==> src/sv/kmc_pkg.sv <==
// Shared types, codes and defaults for the k-nearest-neighbour median classifier.
package kmc_pkg;

  localparam int MAX_ROWS_DEF = 256;
  localparam int FEATURES_DEF = 8;
  localparam int K_MAX_DEF    = 16;

  localparam int FEAT_W  = 16;
  localparam int RANK_W  = 4;
  localparam int NDIST_W = 18;
  localparam int NC_W    = 5;
  localparam int OP_W    = 2;
  localparam int ERR_W   = 2;

  // input operation codes
  localparam logic [OP_W-1:0] OP_NEW   = 2'd0;
  localparam logic [OP_W-1:0] OP_TRAIN = 2'd1;
  localparam logic [OP_W-1:0] OP_QUERY = 2'd2;

  // result error codes
  localparam logic [ERR_W-1:0] ERR_NONE  = 2'd0;
  localparam logic [ERR_W-1:0] ERR_EMPTY = 2'd1;
  localparam logic [ERR_W-1:0] ERR_FULL  = 2'd2;

  typedef enum logic [2:0] {
    S_IDLE,
    S_SCAN,
    S_VOTE,
    S_GO,
    S_SQRT,
    S_OUT,
    S_ERR
  } state_t;

  typedef struct packed {
    logic             take;
    logic             query_start;
    logic             load_err;
    logic [ERR_W-1:0] err_code;
    logic             vote_step;
    logic             sqrt_start;
    logic             load_res;
    logic             advance;
  } cmd_t;

  typedef struct packed {
    logic full;
    logic empty;
    logic scan_done;
    logic vote_last;
    logic sqrt_busy;
    logic last_out;
  } status_t;

endpackage

==> src/sv/kmc_ctrl.sv <==
// Controller: sequences accept, scan, vote, root and result delivery.
module kmc_ctrl (
  input  logic                     clk,
  input  logic                     rst,
  input  logic                     in_valid,
  input  logic [kmc_pkg::OP_W-1:0] op,
  input  logic                     last_of_row,
  input  logic                     out_ready,
  input  kmc_pkg::status_t         status,
  output logic                     in_ready,
  output logic                     out_valid,
  output kmc_pkg::cmd_t            cmd
);

  kmc_pkg::state_t state;
  kmc_pkg::state_t state_next;
  logic            accept;
  logic            is_query_end;
  logic            is_train;

  assign accept       = in_valid && (state == kmc_pkg::S_IDLE);
  assign is_query_end = (op == kmc_pkg::OP_QUERY) && last_of_row;
  assign is_train     = (op == kmc_pkg::OP_TRAIN);

  // state register
  always_ff @(posedge clk) begin
    if (rst) begin
      state <= kmc_pkg::S_IDLE;
    end else begin
      state <= state_next;
    end
  end

  // next state
  always_comb begin
    state_next = state;
    unique case (state)
      kmc_pkg::S_IDLE: begin
        if (accept) begin
          if (is_train && status.full) begin
            state_next = kmc_pkg::S_ERR;
          end else if (is_query_end && status.empty) begin
            state_next = kmc_pkg::S_ERR;
          end else if (is_query_end) begin
            state_next = kmc_pkg::S_SCAN;
          end
        end
      end
      kmc_pkg::S_SCAN: begin
        if (status.scan_done) state_next = kmc_pkg::S_VOTE;
      end
      kmc_pkg::S_VOTE: begin
        if (status.vote_last) state_next = kmc_pkg::S_GO;
      end
      kmc_pkg::S_GO: begin
        state_next = kmc_pkg::S_SQRT;
      end
      kmc_pkg::S_SQRT: begin
        if (!status.sqrt_busy) state_next = kmc_pkg::S_OUT;
      end
      kmc_pkg::S_OUT: begin
        if (out_ready) begin
          state_next = status.last_out ? kmc_pkg::S_IDLE : kmc_pkg::S_GO;
        end
      end
      kmc_pkg::S_ERR: begin
        if (out_ready) state_next = kmc_pkg::S_IDLE;
      end
      default: state_next = kmc_pkg::S_IDLE;
    endcase
  end

  // commands and handshake
  always_comb begin
    cmd       = '0;
    in_ready  = 1'b0;
    out_valid = 1'b0;
    unique case (state)
      kmc_pkg::S_IDLE: begin
        in_ready = 1'b1;
        cmd.take = accept;
        if (accept) begin
          if (is_train && status.full) begin
            cmd.load_err = 1'b1;
            cmd.err_code = kmc_pkg::ERR_FULL;
          end else if (is_query_end && status.empty) begin
            cmd.load_err = 1'b1;
            cmd.err_code = kmc_pkg::ERR_EMPTY;
          end else if (is_query_end) begin
            cmd.query_start = 1'b1;
          end
        end
      end
      kmc_pkg::S_SCAN: begin
      end
      kmc_pkg::S_VOTE: begin
        cmd.vote_step = 1'b1;
      end
      kmc_pkg::S_GO: begin
        cmd.sqrt_start = 1'b1;
      end
      kmc_pkg::S_SQRT: begin
        cmd.load_res = !status.sqrt_busy;
      end
      kmc_pkg::S_OUT: begin
        out_valid   = 1'b1;
        cmd.advance = out_ready && !status.last_out;
      end
      kmc_pkg::S_ERR: begin
        out_valid = 1'b1;
      end
      default: begin
      end
    endcase
  end

endmodule

==> config.mk <==
export PLATFORM = sky130hd
export DESIGN_NAME = kmc_ctrl
export DESIGN_NICKNAME = d
export VERILOG_FILES = /design/src/sv/kmc_pkg.sv /design/src/sv/kmc_ctrl.sv
export SDC_FILE = /design/constraint.sdc
export NUM_CORES = 1
export LEC_CHECK = 0
export ABC_AREA = 1
export BUFFER_PORTS_ARGS = -buffer_cell sky130_fd_sc_hd__buf_2
export CAP_MARGIN = 5
export CORE_AREA = 2 2 39 41
export DETAILED_ROUTE_END_ITERATION = 6
export DIE_AREA = 0 0 41 43
export GPL_ROUTABILITY_DRIVEN = 1
export PLACE_DENSITY = 0.7
export SETUP_SLACK_MARGIN = 0.5
export SLEW_MARGIN = 20
export SYNTH_ARGS = -nofsm -noshare
export SYNTH_HDL_FRONTEND = slang
export SYNTH_SLANG_ARGS = --single-unit
==> constraint.sdc <==
create_clock -name clk -period 1.1 [get_ports clk]
set_input_delay 0.055 -clock clk [delete_from_list [all_inputs] [get_ports clk]]
set_output_delay 0.055 -clock clk [all_outputs]
set_load 0.1 [all_outputs]
; ---- After elaboration in Yosys (flattened, before gate mapping)
; Cells that the tools add are included.
; W data, S select, Z words.
[op_classes]
eq_ne = 15
n_mux = 24
reduce_logical = 10
[ops]
columns = op, n
row1 = $mux W3, 11
row2 = $pmux W3 S7, 1
row3 = $ne A2 B2 Y1 const B, 6
row4 = $eq A3 B3 Y1 const B, 3
row5 = $mux W1, 9
row6 = $reduce_and A7 Y1, 1
row7 = $eq A3 B2 Y1 const B, 2
row8 = $logic_and A1 B1 Y1, 5
row9 = $mux W5, 1
row10 = $mux W4, 1
row11 = $ne A4 B2 Y1 const B, 1
row12 = $eq A3 B1 Y1 const B, 1
row13 = $logic_not A3 Y1, 1
row14 = $eq A2 B1 Y1 const B, 1
row15 = $eq A2 B2 Y1 const B, 1
row16 = $logic_not A1 Y1, 2
row17 = $mux W2, 1
row18 = $reduce_or A2 Y1, 1
[totals]
regBits = 3
in_bits = 13
output_inout_bits = 11
elab_cells = 50

; ---- Depth between registers and ports, before layout
; Gate-level depths: netlist of the first run.
[depth]
ltp_word = 7
mapped_depth = 9
depth_no_buf = 9

; ---- Worst setup path before layout of the first run
; Ideal clock, no wire load.
[synth_timing]
path_type = reg-to-output
start = reg state[2]
end = out cmd[7] in the netlist's numbering
t_arrival_ns = 4.186
t_required_ns = 1.045
path_slack_ns = -3.141
path_stages_with_launch = 7
path_buffers = 1
path_cell_list = dfxtp_1 -> buf_4 -> inv_1 -> nand2_1 -> nor2_1 -> inv_1 -> nor3_1
[synth_rtl]
columns = element, line_no
row1 = "start, declared", kmc_ctrl.sv:15  ; kmc_pkg::state_t state;
row2 = "start signal, assigned", kmc_ctrl.sv:28  ; state <= kmc_pkg::S_IDLE;
row3 = "start signal, assigned", kmc_ctrl.sv:30  ; state <= state_next;
row4 = "end, declared", kmc_ctrl.sv:12  ; output kmc_pkg::cmd_t cmd

==> summary.md, run 1 <==
| Metric | Value |
|---|---|
| Synthesized Nets | 87 |
| IO Count | 24 |
| Pwr Total | 0.00310 W |
| Post-DP HPWL | between 1000 and 1500 um |
| GPL Wtd Cong | 0.958 |
| Min Tclk post-route | ~1400 ps |
| Worst-skew pair later-pin latency | between 200 and 250 ps |
| First-pass GRT wire length | 2970 um |
| Leakage | roughly 0.59 nW |
| Max Clk Rate | between 700 and 800 MHz |
| Kind of critical path | register to output pin |
| Layout cells sized above 1 | about three quarters |
| Core Footprint | roughly 1400 um^2 |
| CTS Root Cell | clkbuf_4 |
| Req. time, crit path | 1040 ps |
| Final ANT Viol Nets | 0 |
| Most flops, register | state |
| CP top delay family | simple AND/OR/NAND/NOR gates |
| Die Wd | between 40 and 50 um |
| Crit Path Max Fanout | 5 |
| Unique masters post-synth | 14 |
| Post-CTS Hold Fix Bufs | 0 |
| Nets@finish | around 140 |
| Outcome | finished, violations left |
| Gr ovfl total | 0 |
| Clock slew at reported path FFs | ~40 ps |
| CTS buffer count | 3 |
| DRC viols | 0 |
| Crit-path cells | nor2_4 -> nand2_4 -> inv_4 -> nand2_2 -> buf_6 -> nor2_4 -> buf_12 |
| Die area | about 1800 um^2 |
| RSZ-0062 raised after global routing | yes |
| Row count | 14 |
| Final Hold Fails | 0 |
| Hold Path Class | input pin to register |
| Initial Util | roughly 27% |
| Avg Inst Size Synth | 5.07 um^2 |
| Synthesis-to-layout area growth | 224% |
| Vias | between 700 and 800 |
| IO buf count | 23 |
| Avg Vias per Cell | around 5.2 |
| Worst slew pin tran | ~180 ps |
| Max-cap violations | 0 |
| Avg WL per Cell | approximately 17 um |
| Critical Path AT | 1360 ps |
| TritonRoute pass-1 iters | 4 |
| VDD IR-drop max | about 1800 uV |
| Die height | roughly 43 um |
| Place WS | -148 ps |
| CP Launch Type | register |
| Synth warn | 0 |
| Ant. Diodes | 0 |
| #FFs+latches synth | 3 |
| Max FFs per register | 3 |
| Period utilization | 129% |
| GRT Overall Usage | 25.4% |
| Hold slack | 96.8 ps |
| CTS tree | yes |
| Slew Viols, Final | 0 |
| Initial drt markers | 31 |
| Initial antenna violation count | 0 |
| CTS Sinks | 3 |
| Register area share after synthesis | between 15 and 20% |
| Power per cell area | about 2500 nW/um^2 |
| Placed cell count | around 130 |
| Largest net degree at the start of global routing | 6 |
| Critical Path End Type | output pin |
| Cell count after synthesis | 74 |
| Largest regs | state x3 |
| H-Tree Depth | 1 |
| Max Root-Sink Buffers | 2 |
| Synth Cell Area | approximately 380 um^2 |
| Post-layout instance area | around 1200 um^2 |
| DP Area | about 900 um^2 |
| Violated checks | setup timing |
| Fin Clk Skew | ~5.2 ps |
| CP max-delay cell | dfxtp_4 |
| WL final | about 2400 um |
| Final Non-Filler Cells | between 100 and 150 |
| Crit-path max cell delay | between 300 and 400 ps |
| Vias in the first global route | ~670 |
| Setup violators final | 14 |
| Crit path top cell by count | nor2_4 |
| Buf+Inv Stages, Crit Path | 3 |
| Slew margin rel. | between 80% and 90% |
| Worst setup margin | -317 ps |
## worst register-to-register path: cells and delay by family, from the launching register on
kind                   cells  cell delay, ps
DFF                        1             390
and+or+nand+nor            8             640
buffers and inverters      2             250
## per-stage QoR
step | utilization, % | TNS, ps
global placement | 64.8 | -310
finish | 87.8 | -3340
CTS | 81.3 | -2710
detailed placement | 64.8 | -671
global route | 87.8 | -3910
floorplan | - | -4300
## worst paths after layout
| kind | startpoint | end | slack (ps) | cells past startpoint |
|---|---|---|---|---|
| max | state[1]$_SDFFE_PP0P_ | cmd[6] | -320 | 7 |
| min reg2reg | state[1]$_SDFFE_PP0P_ | state[1]$_SDFFE_PP0P_ | 740 | 4 |
| max reg2reg | state[0]$_SDFFE_PP0P_ | state[0]$_SDFFE_PP0P_ | -250 | 10 |
| min | rst | state[1]$_SDFFE_PP0P_ | 100 | 4 |
## routing by layer
| metal | vias to the layer above | part of all wire [%] | GRT usage [%] |
|---|---|---|---|
| li1 | 348 | - | - |
| met1 | 351 | 35 | 26.3 |
| met2 | 46 | 52 | 43.1 |
| met3 | 12 | 7.8 | 5.24 |
| met4 | 0 | 5.2 | 15.3 |
| met5 | - | 0 | 0 |
## cell usage in the layout, fill, tap and decap left out
cell         n
a21oi_4      1
buf_4       16
nand2_1      7
inv_4        5
buf_6       14
inv_1        8
nand2_4      4
buf_12      11
nand2_2      4
clkbuf_4     3
nand3_4      3
nand3_2      6
a21oi_2      1
a21oi_1      1
nor2_1       6
buf_2       12
clkbuf_1     1
nand3_1      5
nand3b_1     1
clkinvlp_4   1
nor2_2       2
nand4_1      3
dfxtp_4      3
nor3_4       2
nor2_4      10
## final cells by class
class / count / area [um^2]
Clock buffer: 4 / 26.3
Fill cell: 66 / 169
Sequential cell: 3 / 71.3
Inverter: 14 / 68.8
Multi-Input combinational cell: 56 / 470
Tap cell: 16 / 20.0
Timing Repair Buffer: 53 / 558
## logic make-up after synthesis
group	after synthesis	synth area share (%)
buffers and inverters	15	16.0
flip-flops	3	16.0
AND/OR/NAND/NOR	53	64.0
AO/OA/AOI/OAI	3	4.00
## power breakdown
group | switching [W] | internal, W | total, W
Sequential | 0.0000735 | 0.000169 | 0.000243
Clock | 0.0000664 | 0.000137 | 0.000203
Combinational | 0.00153 | 0.00112 | 0.00265
## what timing repair did
| action | 4_1_cts | 5_1_grt |
|---|---|---|
| setup endpoints to repair | 14 | 14 |
| setup buffers | 11 | 2 |
| endpoints found under the hold margin | 0 | 0 |
| pin swaps | 15 | 10 |
| gates resized for setup | 32 | 17 |
## cell usage after synthesis
library cell	n	share of area [%]
nand4_1	3	5.0
nand2_1	14	14
nand2_2	1	1.7
nand3_1	13	17
dfxtp_1	3	16
a21oi_1	3	4.0
nand3b_1	1	2.0
nor2_1	17	17
nor2_2	1	1.7
buf_4	1	2.0
inv_1	12	12
inv_2	2	2.0
nor3_1	2	2.7
nand3_2	1	2.7
No activity file was read; power rests on OpenSTA's default activity.
==> inputs of run 2 (changes only) <==
--- a/config.mk
+++ b/config.mk
@@ -9,6 +9,7 @@
 export BUFFER_PORTS_ARGS = -buffer_cell sky130_fd_sc_hd__buf_2
 export CAP_MARGIN = 5
 export CORE_AREA = 2 2 39 41
+export CTS_BUF_LIST = sky130_fd_sc_hd__clkbuf_2 sky130_fd_sc_hd__clkbuf_4 sky130_fd_sc_hd__clkbuf_8
 export DETAILED_ROUTE_END_ITERATION = 6
 export DIE_AREA = 0 0 41 43
 export GPL_ROUTABILITY_DRIVEN = 1
==> summary.md, run 2 (same netlist as run 1, synthesis figures left out) <==
| Metric | Value |
|---|---|
| Ant. Diodes | 0 |
| Clock slew at reported path FFs | about 40 ps |
| Initial Util | between 20% and 30% |
| CTS buffer count | 3 |
| Req. time, crit path | 1040 ps |
| IO Count | 24 |
| Min Tclk post-route | between 1000 and 1500 ps |
| Worst setup margin | -376 ps |
| Initial drt markers | 24 |
| Violated checks | setup timing |
| Final Hold Fails | 0 |
| Largest regs | state x3 |
| Gr ovfl total | 0 |
| Max-cap violations | 0 |
| CP max-delay cell | dfxtp_4 |
| Kind of critical path | register to output pin |
| Nets@finish | roughly 140 |
| Die area | approximately 1800 um^2 |
| First-pass GRT wire length | around 3000 um |
| Worst-skew pair later-pin latency | between 200 and 250 ps |
| Final ANT Viol Nets | 0 |
| Die height | 43 um |
| GPL Wtd Cong | 0.958 |
| Critical Path End Type | output pin |
| Avg Vias per Cell | about 5 |
| Most frequent cells in the layout | buf_4 (17), buf_2 (12), buf_6 (12) |
| Max FFs per register | 3 |
| Worst slew pin tran | around 220 ps |
| Fin Clk Skew | just over 5 ps |
| Row count | 14 |
| Crit-path cells | buf_4 -> buf_6 -> nor2_4 -> nand2_2 -> buf_6 -> clkinvlp_4 -> buf_12 |
| Vias | between 700 and 800 |
| CTS tree | yes |
| Critical Path AT | about 1400 ps |
| Hold Path Class | input pin to register |
| Period utilization | 134% |
| DRC viols | 0 |
| GRT Overall Usage | about 25% |
| IO buf count | 23 |
| Max Clk Rate | 678 MHz |
| Synthesis-to-layout area growth | 216% |
| Final TNS setup | -3620 ps |
| Most flops, register | state |
| TritonRoute pass-1 iters | 4 |
| WL final | 2210 um |
| FF-to-FF path depth | 9 |
| Worst Hold Depth | 4 |
| Die Wd | about 41 um |
| Crit path top cell by count | buf_6 |
| Post-layout util | between 80 and 90% |
| H-Tree Depth | 1 |
| RSZ-0062 raised after global routing | yes |
| Core Footprint | 1380 um^2 |
| Slew Viols, Final | 0 |
| Crit Path Max Fanout | 4 |
| Largest net degree at the start of global routing | 6 |
| Setup violators final | 14 |
| Power per cell area | 2570 nW/um^2 |
| Leakage | ~0.58 nW |
| CTS Root Cell | clkbuf_4 |
| Placed cell count | roughly 130 |
| VDD IR-drop max | around 1800 uV |
| Avg WL per Cell | ~15 um |
| Post-DP HPWL | between 1000 and 1500 um |
| Slew margin rel. | 85.6% |
| DP Area | roughly 900 um^2 |
| Hold slack | 76.4 ps |
| Post-layout instance area | between 1000 and 1500 um^2 |
| Vias in the first global route | 665 |
| CP Launch Type | register |
| Initial antenna violation count | 0 |
| Layout cells sized above 1 | approximately three quarters |
| Max Root-Sink Buffers | 2 |
| CTS Sinks | 3 |
| Final Non-Filler Cells | between 100 and 150 |
| Outcome | finished, violations left |
| Crit-path max cell delay | between 300 and 400 ps |
| Most common cell after layout, fill and taps aside | buf_4 |
==> run 2: cell count changes in the layout (fill, tap and decap cells not counted), sizes merged <==
| cell | previous run | this run |
|---|---|---|
| buf | 53 | 52 |
==> run 2: worst paths after layout <==
check,from,to,slack (ps)
setup reg to reg,state[0]$_SDFFE_PP0P_,state[0]$_SDFFE_PP0P_,-280
hold / removal,rst,state[1]$_SDFFE_PP0P_,80
setup / recovery,state[0]$_SDFFE_PP0P_,cmd[3],-380
hold reg to reg,state[1]$_SDFFE_PP0P_,state[1]$_SDFFE_PP0P_,780
==> run 2: worst max-delay path, delay by kind of cell (launching register included) <==
family	cells	cell delay (ps)
buf+inv	5	590
simple gates	2	220
flops	1	360
==> run 2: metrics by stage <==
stage	setup WS (ps)	total power (W)
2_1_floorplan	-985	0.00139
3_3_place_gp	-79.8	0.00206
3_5_place_dp	-148	0.00210
4_1_cts	-293	0.00278
5_1_grt	-414	0.00317
6_report	-376	0.00305
==> run 2: layout make-up <==
class | count | area [um^2]
Fill cell | 67 | 198
Tap cell | 16 | 20.0
Clock buffer | 4 | 30.0
Sequential cell | 3 | 71.3
Multi-Input combinational cell | 56 | 455
Timing Repair Buffer | 52 | 543
Inverter | 14 | 66.3
==> run 2: layer usage <==
metal | wire length (um) | track usage (%) | up-vias
met4 | 76 | 12.0 | 0
li1 | - | - | 347
met5 | 0 | 0 | -
met2 | 1270 | 45.3 | 31
met1 | 798 | 25.3 | 343
met3 | 74 | 5.76 | 10
==> run 2: what timing repair did <==
item,CTS,global route
endpoints found under the setup margin,14,14
resized for setup,32,13
pin swaps,15,11
buffers inserted,11,1
cloned,0,0
hold buffers,0,0
==> run 2: report_power, final <==
| part | internal, W | switching, W | total (W) |
|---|---|---|---|
| clock | 0.000161 | 0.0000703 | 0.000232 |
| combinational | 0.00109 | 0.00148 | 0.00257 |
| sequential | 0.000169 | 0.0000790 | 0.000248 |
==> inputs of run 3 (changes only) <==
--- a/config.mk
+++ b/config.mk
@@ -8,12 +8,14 @@
 export ABC_AREA = 1
 export BUFFER_PORTS_ARGS = -buffer_cell sky130_fd_sc_hd__buf_2
 export CAP_MARGIN = 5
-export CORE_AREA = 2 2 39 41
+export CELL_PAD_IN_SITES_DETAIL_PLACEMENT = 1
+export CELL_PAD_IN_SITES_GLOBAL_PLACEMENT = 1
+export CORE_UTILIZATION = 23
 export CTS_BUF_LIST = sky130_fd_sc_hd__clkbuf_2 sky130_fd_sc_hd__clkbuf_4 sky130_fd_sc_hd__clkbuf_8
 export DETAILED_ROUTE_END_ITERATION = 6
-export DIE_AREA = 0 0 41 43
 export GPL_ROUTABILITY_DRIVEN = 1
-export PLACE_DENSITY = 0.7
+export MAX_ROUTING_LAYER = met4
+export PLACE_DENSITY = 0.87
 export SETUP_SLACK_MARGIN = 0.5
 export SLEW_MARGIN = 20
 export SYNTH_ARGS = -nofsm -noshare
==> summary.md, run 3 (same netlist as run 1, synthesis figures left out) <==
| Metric | Value |
|---|---|
| Outcome | finished, violations left |
| Violated checks | setup timing |
| M1 wire length | 1210 um |
| Clock slew at reported path FFs | ~40 ps |
| CTS Sinks | 3 |
| VDD IR-drop max | about 1600 uV |
| Initial drt markers | 23 |
| Max Root-Sink Buffers | 2 |
| Largest regs | state x3 |
| Avg Vias per Cell | between 5 and 6 |
| Part of the power in the clock network | approximately 7.8% |
| Min Tclk post-route | between 1500 and 2000 ps |
| Crit-path cells | inv_2 -> nor2_1 -> nand2_1 -> nor2_4 -> buf_12 |
| CTS buffer count | 3 |
| Metal3 WL | between 100 and 150 um |
| Worst Hold Depth | 4 |
| Row count | 14 |
| IO Count | 24 |
| FF-to-FF path depth | 9 |
| CP max-delay cell | dfxtp_4 |
| Final TNS setup | -4540 ps |
| P_int | ~0.0013 W |
| TritonRoute pass-1 iters | 4 |
| CTS Root Cell | clkbuf_4 |
| Slew Viols, Final | 0 |
| Max-cap violations | 0 |
| Die height | approximately 42 um |
| Levels on crit path | 5 |
| Sequential power share | 9.0% |
| Final ANT Viol Nets | 0 |
| RSZ-0062 raised after global routing | yes |
| Leakage | between 0.5 and 0.6 nW |
| Crit-path max cell delay | 410 ps |
| Switching share of power | 57.2% |
| Buf+Inv Stages, Crit Path | 2 |
| Most common cell after layout, fill and taps aside | buf_4 |
| Pwr Total | 0.00308 W |
| Final Hold Fails | 0 |
| Critical Path End Type | output pin |
| NetSw | 0.00176 W |
| Post-DP HPWL | approximately 1500 um |
| Critical Path AT | roughly 1500 ps |
| Most frequent cells in the layout | buf_4 (18), buf_2 (12), nor2_4 (11), buf_12 (11), inv_1 (9) |
| Fin Clk Skew | around 2.5 ps |
| Req. time, crit path | approximately 1000 ps |
| Slew margin rel. | 81.7% |
| GRT Overall Usage | 32.9% |
| Period utilization | 142% |
| Vias in the first global route | 823 |
| Most flops, register | state |
| CP Launch Type | register |
| Nets@finish | roughly 140 |
| Area of the multi-input gates | ~450 um^2 |
| Setup violators final | 14 |
| Worst-skew pair later-pin latency | between 200 and 300 ps |
| Power per cell area | 2750 nW/um^2 |
| CP top delay family | simple AND/OR/NAND/NOR gates |
| Crit Path Max Fanout | 5 |
| Max Clk Rate | about 640 MHz |
| WL final | 3220 um |
| Die area | roughly 1800 um^2 |
| Core Footprint | between 1500 and 2000 um^2 |
| GPL Wtd Cong | around 0.95 |
| Worst setup margin | -461 ps |
| Ant. Diodes | 0 |
| Kind of critical path | register to output pin |
| Gr ovfl total | 0 |
| # fillers | 169 |
| DRC viols | 0 |
| Layout cells sized above 1 | around 73% |
| IO buf count | 23 |
| H-Tree Depth | 1 |
| Synthesis-to-layout area growth | 198% |
| Initial Util | around 25% |
| Initial antenna violation count | 0 |
| Max FFs per register | 3 |
| Largest net degree at the start of global routing | 8 |
| Hold Path Class | input pin to register |
| Avg WL per Cell | 23.0 um |
| CTS tree | yes |
| Place WS | -167 ps |
| First-pass GRT wire length | approximately 4100 um |
| Register area | ~71 um^2 |
| Vias | 788 |
| Logic pwr share | between 80% and 90% |
| Metal2 WL | approximately 1800 um |
| Worst slew pin tran | approximately 270 ps |
| Top Layer Used | met4 |
| Die Wd | ~42 um |
==> run 3: repair_timing <==
action                     4_1_cts  5_1_grt
setup endpoints to repair       14       14
setup buffers                    3        3
hold buffers                     0        0
hold endpoints to repair         0        0
pin swaps                        8        5
resized for setup               18       17
==> run 3: worst paths after layout <==
| path | from | to | slack (ps) |
|---|---|---|---|
| worst max-delay path | state[0]$_SDFFE_PP0P_ | cmd[0] | -460 |
| worst min-delay path | rst | state[1]$_SDFFE_PP0P_ | 120 |
| worst max register to register | state[0]$_SDFFE_PP0P_ | state[0]$_SDFFE_PP0P_ | -420 |
| worst min register to register | state[1]$_SDFFE_PP0P_ | state[1]$_SDFFE_PP0P_ | 740 |
==> run 3: metal layers <==
metal | GRT usage (%) | vias to the layer above
met1 | 31.7 | 393
met5 | - | -
li1 | - | 337
met3 | 6.03 | 12
met2 | 62.8 | 46
met4 | 14.4 | 0
==> run 3: layout make-up <==
type | instances | share of cell area, %
Timing Repair Buffer | 47 | 43.1
Multi-Input combinational cell | 56 | 40.6
Sequential cell | 3 | 6.37
Inverter | 14 | 5.47
Clock buffer | 4 | 2.68
Tap cell | 16 | 1.79
==> run 3: stage by stage <==
step / utilization [%] / area, um^2 / instances / hold WS, ps
final: 73.5 / 1120 / 140 / 118
after global routing: 73.5 / 1120 / 140 / 134
after CTS: 67.2 / 1020 / 137 / 79.6
after detailed placement: 59.4 / 905 / 130 / 324
after global placement: 59.4 / 905 / 130 / 311
after floorplan: - / 480 / 74 / 212
==> run 3: power groups by stage <==
stage / combinational, W / clock, W / sequential (W)
after global placement: 0.00185 / 0 / 0.000228
after CTS: 0.00211 / 0.000232 / 0.000255
final: 0.00256 / 0.000240 / 0.000277
after floorplan: 0.00117 / 0 / 0.000213
after global routing: 0.00263 / 0.000246 / 0.000276
after detailed placement: 0.00191 / 0 / 0.000239
==> run 3: worst min-delay path: stages <==
cell and delay [ps]:
buf_2 80, inv_1 70, nand2_1 80, nor2_1 40
